===== config.mk =====
export PLATFORM = sky130hd
export DESIGN_NAME = lzwvd_ctrl
export DESIGN_NICKNAME = d
export VERILOG_FILES = /design/src/sv/lzwvd_pkg.sv /design/src/sv/lzwvd_ctrl.sv
export SDC_FILE = /design/constraint.sdc
export NUM_CORES = 1
export LEC_CHECK = 0
export ABC_CLOCK_PERIOD_IN_PS = 3000
export BUFFER_PORTS_ARGS = -buffer_cell sky130_fd_sc_hd__buf_2
export CAP_MARGIN = 20
export CORE_AREA = 2 2 39 41
export CTS_CLUSTER_SIZE = 10
export DETAILED_ROUTE_END_ITERATION = 12
export DIE_AREA = 0 0 41 43
export HOLD_SLACK_MARGIN = 0.06
export MAX_ROUTING_LAYER = met4
export SLEW_MARGIN = 20
export SYNTH_ARGS = -nofsm -noshare
export SYNTH_HDL_FRONTEND = slang
export SYNTH_SLANG_ARGS = --single-unit

===== constraint.sdc =====
create_clock -name clock -period 3 [get_ports clock]
set_input_delay 0.6 -clock clock [delete_from_list [all_inputs] [get_ports clock]]
set_output_delay 0.6 -clock clock [all_outputs]
set_load 0.05 [all_outputs]

===== src/sv/lzwvd_pkg.sv =====
// Package for the LZW variable-width decoder: beat types, controller states,
// command and status bundles, fixed code constants. No dependencies.
package lzwvd_pkg;

   localparam int MAX_WIDTH    = 12;
   localparam int FIRST_WIDTH  = 8;
   localparam int NUM_LITERALS = 256;
   localparam int RESULT_CAP   = 32;

   typedef struct packed {
      logic [7:0] in_byte;
      logic       final_byte;
   } req_type;

   typedef struct packed {
      logic [7:0] out_byte;
      logic       string_end;
      logic       stream_end;
   } rsp_type;

   typedef enum logic [3:0] {
      ST_IDLE,
      ST_UNPACK,
      ST_LITERAL,
      ST_WALK_START,
      ST_WALK,
      ST_UNDEF,
      ST_ADD,
      ST_EMIT_RD,
      ST_EMIT_LD,
      ST_EMIT_WAIT,
      ST_FINISH
   } state_type;

   typedef struct packed {
      logic load;
      logic unpack;
      logic literal;
      logic walk_start;
      logic walk;
      logic undef;
      logic add;
      logic emit_ld;
      logic emit_take;
      logic finish;
   } cmd_type;

   typedef struct packed {
      logic has_code;
      logic first_done;
      logic defined;
      logic walk_last;
      logic emit_last;
   } sts_type;

endpackage


===== src/sv/lzwvd_ctrl.sv =====
// Controller state machine of the LZW decoder: sequences unpack, chain walk,
// table update and byte emission. Depends on lzwvd_pkg.
module lzwvd_ctrl (
   input  logic              clock,
   input  logic              reset,
   input  logic              req_valid,
   output logic              req_ready,
   input  logic              rsp_ready,
   input  lzwvd_pkg::sts_type sts,
   output lzwvd_pkg::cmd_type cmd
);
   import lzwvd_pkg::*;

   state_type state_ff, state_in;

   always_ff @(posedge clock) begin
      if (reset) begin
         state_ff <= ST_IDLE;
      end else begin
         state_ff <= state_in;
      end
   end

   always_comb begin
      state_in  = state_ff;
      cmd       = '0;
      req_ready = 1'b0;
      case (state_ff)
         ST_IDLE: begin
            req_ready = 1'b1;
            if (req_valid) begin
               cmd.load = 1'b1;
               state_in = ST_UNPACK;
            end
         end
         ST_UNPACK: begin
            cmd.unpack = 1'b1;
            if (!sts.has_code)        state_in = ST_FINISH;
            else if (!sts.first_done) state_in = ST_LITERAL;
            else if (sts.defined)     state_in = ST_WALK_START;
            else                      state_in = ST_UNDEF;
         end
         ST_LITERAL: begin
            cmd.literal = 1'b1;
            state_in    = ST_EMIT_RD;
         end
         ST_WALK_START: begin
            cmd.walk_start = 1'b1;
            state_in       = ST_WALK;
         end
         ST_WALK: begin
            cmd.walk = 1'b1;
            if (sts.walk_last) state_in = ST_ADD;
         end
         ST_UNDEF: begin
            cmd.undef = 1'b1;
            state_in  = ST_ADD;
         end
         ST_ADD: begin
            cmd.add  = 1'b1;
            state_in = ST_EMIT_RD;
         end
         ST_EMIT_RD: begin
            state_in = ST_EMIT_LD;
         end
         ST_EMIT_LD: begin
            cmd.emit_ld = 1'b1;
            state_in    = ST_EMIT_WAIT;
         end
         ST_EMIT_WAIT: begin
            if (rsp_ready) begin
               cmd.emit_take = 1'b1;
               state_in      = sts.emit_last ? ST_FINISH : ST_EMIT_RD;
            end
         end
         ST_FINISH: begin
            cmd.finish = 1'b1;
            state_in   = ST_IDLE;
         end
         default: begin
            state_in = ST_IDLE;
         end
      endcase
   end
endmodule


==> results of run 1 <==
==> through the flow <==
| step | hold WS (ps) | std cells | area (um^2) | power, mW | setup slack, ps |
|---|---|---|---|---|---|
| 6_report | 581 | 92 | 543 | 0.635 | 803 |
| 5_1_grt | 575 | 92 | 543 | 0.686 | 684 |
| 4_1_cts | 569 | 92 | 543 | 0.639 | 808 |
| 3_5_place_dp | 700 | 89 | 520 | 0.571 | 1070 |
| 3_3_place_gp | 687 | 89 | 520 | 0.568 | 1100 |
| 2_1_floorplan | 638 | 59 | 450 | 0.512 | 366 |
==> logic make-up after synthesis <==
group	after synthesis	synth area share, %
compound gates	18	31.3
buf+inv	7	11.8
flops	4	18.0
simple gates	30	38.9
==> routing by layer <==
layer,part of all wire [%],vias up,track usage [%]
li1,-,256,-
met1,50,225,19.7
met2,44,12,20.0
met3,6.2,0,3.14
met4,0,0,10.0
met5,0,-,-
==> synth_stat cells, types with 2 or more instances <==
cell type  n  area share [%]
a21oi_1    4             4.5
buf_4      3             5.1
buf_6      2             5.1
dfxtp_1    4              18
inv_1      2             1.7
nand2_1    3             2.5
nand2b_1   3             4.2
nor2_1     5             4.2
nor2b_1    2             2.8
nor3_1     8             9.0
o21ai_0    3             3.4
==> path summary, 6_finish.rpt <==
| kind | startpoint | end |
|---|---|---|
| setup / recovery | state_ff[3]$_SDFFE_PP0P_ | cmd[1] |
| hold / removal | reset | state_ff[2]$_SDFFE_PP0P_ |
| setup reg to reg | state_ff[3]$_SDFFE_PP0P_ | state_ff[3]$_SDFFE_PP0P_ |
| hold reg to reg | state_ff[0]$_SDFFE_PP0P_ | state_ff[3]$_SDFFE_PP0P_ |
==> worst max-delay path, delay by kind of cell (launching register included) <==
family        cells  cell delay [ps]
simple gates      2              370
flops             1              710
buf+inv           1              290
==> area by class of cell <==
type | count | area (um^2) | area share, %
inverters | 2 | 7.51 | 1.38
clock buffers | 3 | 22.5 | 4.15
repair buffers | 19 | 95.1 | 17.5
flip-flops and latches | 4 | 80.1 | 14.7
well taps | 16 | 20.0 | 3.69
multi-input cells | 48 | 318 | 58.5
==> power by group through the flow <==
stage	registers (mW)	clock network, mW	logic (mW)
global placement	0.143	0	0.425
detailed placement	0.145	0	0.426
finish	0.145	0.0638	0.426
CTS	0.144	0.0684	0.427
floorplan	0.0875	0	0.424
global route	0.153	0.0748	0.459
==> impl_metrics.ini, run 1 <==
[status]
status = finished clean

[power]
seqPwrFrac_pct = 22.8
clockPowerShare_pct = 10.1
peakVddDrop_uv = 497
net-switching-power_mw = 0.367
p_leak_nw = 0.231
pwr-share-comb_pct = 67.2
power_density_nw_per_um2 = 1170
swShare_pct = 57.9
power.internal_mw = 0.268

[die]
die_w_um = 41
pin_count = 20
start_util_pct = 32.1
rows = 14
die-area_um2 = 1760
core_um2 = 1380
die_h_um = 43

[drt]
dr.pass1.iters = 3
first_iter_violations = 12
route.detailed.drc = 0
routed_wl_um = 1090
wl_per_cell_um = 11.8
viasPerCell = 5.36
vias = 493
antenna_left = 0

[yosys]
syn-mean-instance-area_um2 = 7.53
seq_area_frac_synth_pct = 18.0
synthArstFlopShare_pct = 0
yosysUniqueCellTypes = 31
synthCells = 59
ys_seq_elements = 4
synth_area_um2 = 444
synth_nets = 68
synth_edf_count = 0
ys.flop_type = dfxtp_1
yosys_warnings = 0

[setup_path]
required_ps = 2400
worst_r2r_path_depth = 4
worstPathMaxFanout = 21
path_class = reg2out
endpoint_kind = output pin
r2r_setup_slack_ps = 1220
arrival_ps = 1600
max_stage_delay_ps = 710
startpoint_type = flop
worstPathCellList = nand2b_1 -> nor3_1 -> buf_2
crit_slowest_cell = dfxtp_1

[cts]
post_cts_buffers = 0
clock_latency_ps = 230
clock_path_buffers = 2
clock_sinks = 4
holdBufCountCts = 0
root_buffer = clkbuf_4
cts_tree = yes
cts_made_buffers = 3
path_clk_slew_ps = 40
cts_resized = 0
ctsHtreeMaxLevel = 1

[global_route]
grt_pass1_wl_um = 1770
grt_util_all_layers_pct = 15.0
grt_start_max_net_pins = 22
grt_overflow = 0
grt_pass1_vias = 413
antenna_found_initial = 0

[layout]
top_register = state_ff
reg.largest.list = state_ff (4)
antennaDiodeCount = 0
largest_reg_flops = 4
fin_util_pct = 39.2
nFillCells = 153
final_cell_mix = buf_2 (19), nor3_1 (8), nor2_1 (5)
drive_above_1_share_pct = 38.2
syn2layout_area_growth_pct = 22.3
nNetsFinal = 87
final_common_cell = buf_2

[sta]
fin_setup_tns_ps = 0
worst_pin_slew_ps = 626
grt_setup_unrepaired = no
maxSlewViolCount = 0
relSlewSlack_pct = 58.2
hold_viol_final = 0
fin_crit_sh_pct = 73.2
clock_skew_ps = 0.515
max_freq_mhz = 455
fin_crit_ps = 2200
setup_viol = 0

[placed_design]
hpwl_um = 786
gp_congestion = 0.795
port_buffers = 19

[min_path]
hp-class = in2reg
hold_path_depth = 2

[flow_run]
drv_cap = 0
Power figures use the tool's default switching activity.
==> run 2, diff against run 1 <==
--- a/config.mk
+++ b/config.mk
@@ -5,7 +5,7 @@
 export SDC_FILE = /design/constraint.sdc
 export NUM_CORES = 1
 export LEC_CHECK = 0
-export ABC_CLOCK_PERIOD_IN_PS = 3000
+export ABC_CLOCK_PERIOD_IN_PS = 2100
 export BUFFER_PORTS_ARGS = -buffer_cell sky130_fd_sc_hd__buf_2
 export CAP_MARGIN = 20
 export CORE_AREA = 2 2 39 41
==> constraint.sdc (replaced) <==
create_clock -name clock -period 2.1 [get_ports clock]
set_input_delay 0.42 -clock clock [delete_from_list [all_inputs] [get_ports clock]]
set_output_delay 0.42 -clock clock [all_outputs]
set_load 0.05 [all_outputs]
==> run 2 against run 1 <==
Against the previous run:
- setup slack got worse by 650 ps
- clock power rose by 57%
- non-clock buffer count is 1 higher
- cell count increased by 1.1%
- clock-buffer cell count is the same
- worst hold slack worse by 200 ps
- critical path depth unchanged
- global-route usage grew 0.10 points
- critical endpoint is now cmd[7]
- largest cell class unchanged
==> impl_metrics.ini, run 2 (synthesized netlist as in run 1, its figures left out) <==
[setup_path]
endpoint_kind = output pin
worstPathCellList = nand2_1 -> nor3_1 -> buf_2
crit_slowest_cell = dfxtp_1
worstPathMaxFanout = 15
max_stage_delay_ps = 620
r2r_setup_slack_ps = 480
path_class = reg2out
arrival_ps = 1530
startpoint_type = flop
required_ps = 1680

[cts]
clock_path_buffers = 2
clock_sinks = 4
cts_resized = 0
cts_made_buffers = 3
root_buffer = clkbuf_4
clock_latency_ps = 240
ctsHtreeMaxLevel = 1
holdBufCountCts = 0
cts_tree = yes
path_clk_slew_ps = 40
post_cts_buffers = 0

[die]
rows = 14
core_um2 = 1380
pin_count = 20
start_util_pct = 32.1
die_w_um = 41
die-area_um2 = 1760
die_h_um = 43

[power]
power_mw = 0.949
swShare_pct = 57.8
power_density_nw_per_um2 = 1680
peakVddDrop_uv = 598
p_leak_nw = 0.240
power.internal_mw = 0.401
pwr-share-comb_pct = 67.8
net-switching-power_mw = 0.548
seqPwrFrac_pct = 21.6
clockPowerShare_pct = 10.6

[sta]
worst_slack_ps = 155
max_freq_mhz = 514
clock_skew_ps = 1.51
grt_setup_unrepaired = no
hold_viol_final = 0
fin_crit_sh_pct = 92.6
fin_crit_ps = 1950
maxSlewViolCount = 0
whs_ps = 380
worst_pin_slew_ps = 497
setup_viol = 0
relSlewSlack_pct = 66.9

[drt]
viasPerCell = 5.45
vias = 507
antenna_left = 0
dr.pass1.iters = 2
wl_per_cell_um = 12.5
first_iter_violations = 15
routed_wl_um = 1160
route.detailed.drc = 0

[global_route]
antenna_found_initial = 0
grt_overflow = 0
grt_pass1_wl_um = 1750
grt_pass1_vias = 434
grt_util_all_layers_pct = 15.1
grt_start_max_net_pins = 16

[placed_design]
place_ws_ps = 427
gp_congestion = 0.691
hpwl_um = 869
port_buffers = 19

[layout]
nNetsFinal = 88
fin_util_pct = 40.8
final_common_cell = buf_2
final_cell_mix = buf_2 (19), nor3_1 (7), nor2_1 (5)
syn2layout_area_growth_pct = 27.0
top_register = state_ff
largest_reg_flops = 4
drive_above_1_share_pct = 40.3
antennaDiodeCount = 0
nFillCells = 155
reg.largest.list = state_ff (4)

[status]
status = finished clean

[min_path]
hp-class = in2reg

[flow_run]
drv_cap = 0
## run 2: cell types whose count changed in the layout (fill, tap and decap cells not counted), sizes merged
cell,change
buf,+1
## run 2: worst paths after layout
kind | cells after the start | to | start
setup / recovery | 3 | cmd[7] | state_ff[1]$_SDFFE_PP0P_
hold / removal | 2 | state_ff[2]$_SDFFE_PP0P_ | reset
hold reg to reg | 2 | state_ff[3]$_SDFFE_PP0P_ | state_ff[0]$_SDFFE_PP0P_
setup reg to reg | 4 | state_ff[2]$_SDFFE_PP0P_ | state_ff[3]$_SDFFE_PP0P_
## run 2: area by class of cell
type / count / area [um^2] / share of cell area (%)
flip-flops and latches: 4 / 80.1 / 14.2
well taps: 16 / 20.0 / 3.55
multi-input cells: 48 / 332 / 58.8
clock buffers: 3 / 22.5 / 3.99
inverters: 2 / 7.51 / 1.33
repair buffers: 20 / 103 / 18.2
## run 2: metrics by stage
stage	std cells	TNS (ps)	area, um^2
2_1_floorplan	59	-76.2	464
3_3_place_gp	90	0	542
3_5_place_dp	90	0	542
4_1_cts	93	0	564
5_1_grt	93	0	564
6_report	93	0	564
## run 2: layer usage
layer / track usage (%) / vias up / share of wire, %
met5: - / - / 0
met4: 10.0 / 0 / 1.7
met3: 3.14 / 4 / 5.0
met2: 25.3 / 13 / 49
met1: 14.5 / 235 / 44
li1: - / 255 / -
## run 2: power by group through the flow
stage / sequential, mW / combinational [mW] / clock [mW]
after floorplan: 0.128 / 0.628 / 0
final: 0.205 / 0.644 / 0.100
after CTS: 0.203 / 0.648 / 0.105
after global routing: 0.213 / 0.698 / 0.106
after detailed placement: 0.204 / 0.645 / 0
after global placement: 0.203 / 0.647 / 0
## run 2: critical path: cells and delay by family (launching register included)
kind	cells	cell delay [ps]
flops	1	620
simple gates	2	370
buf+inv	1	290
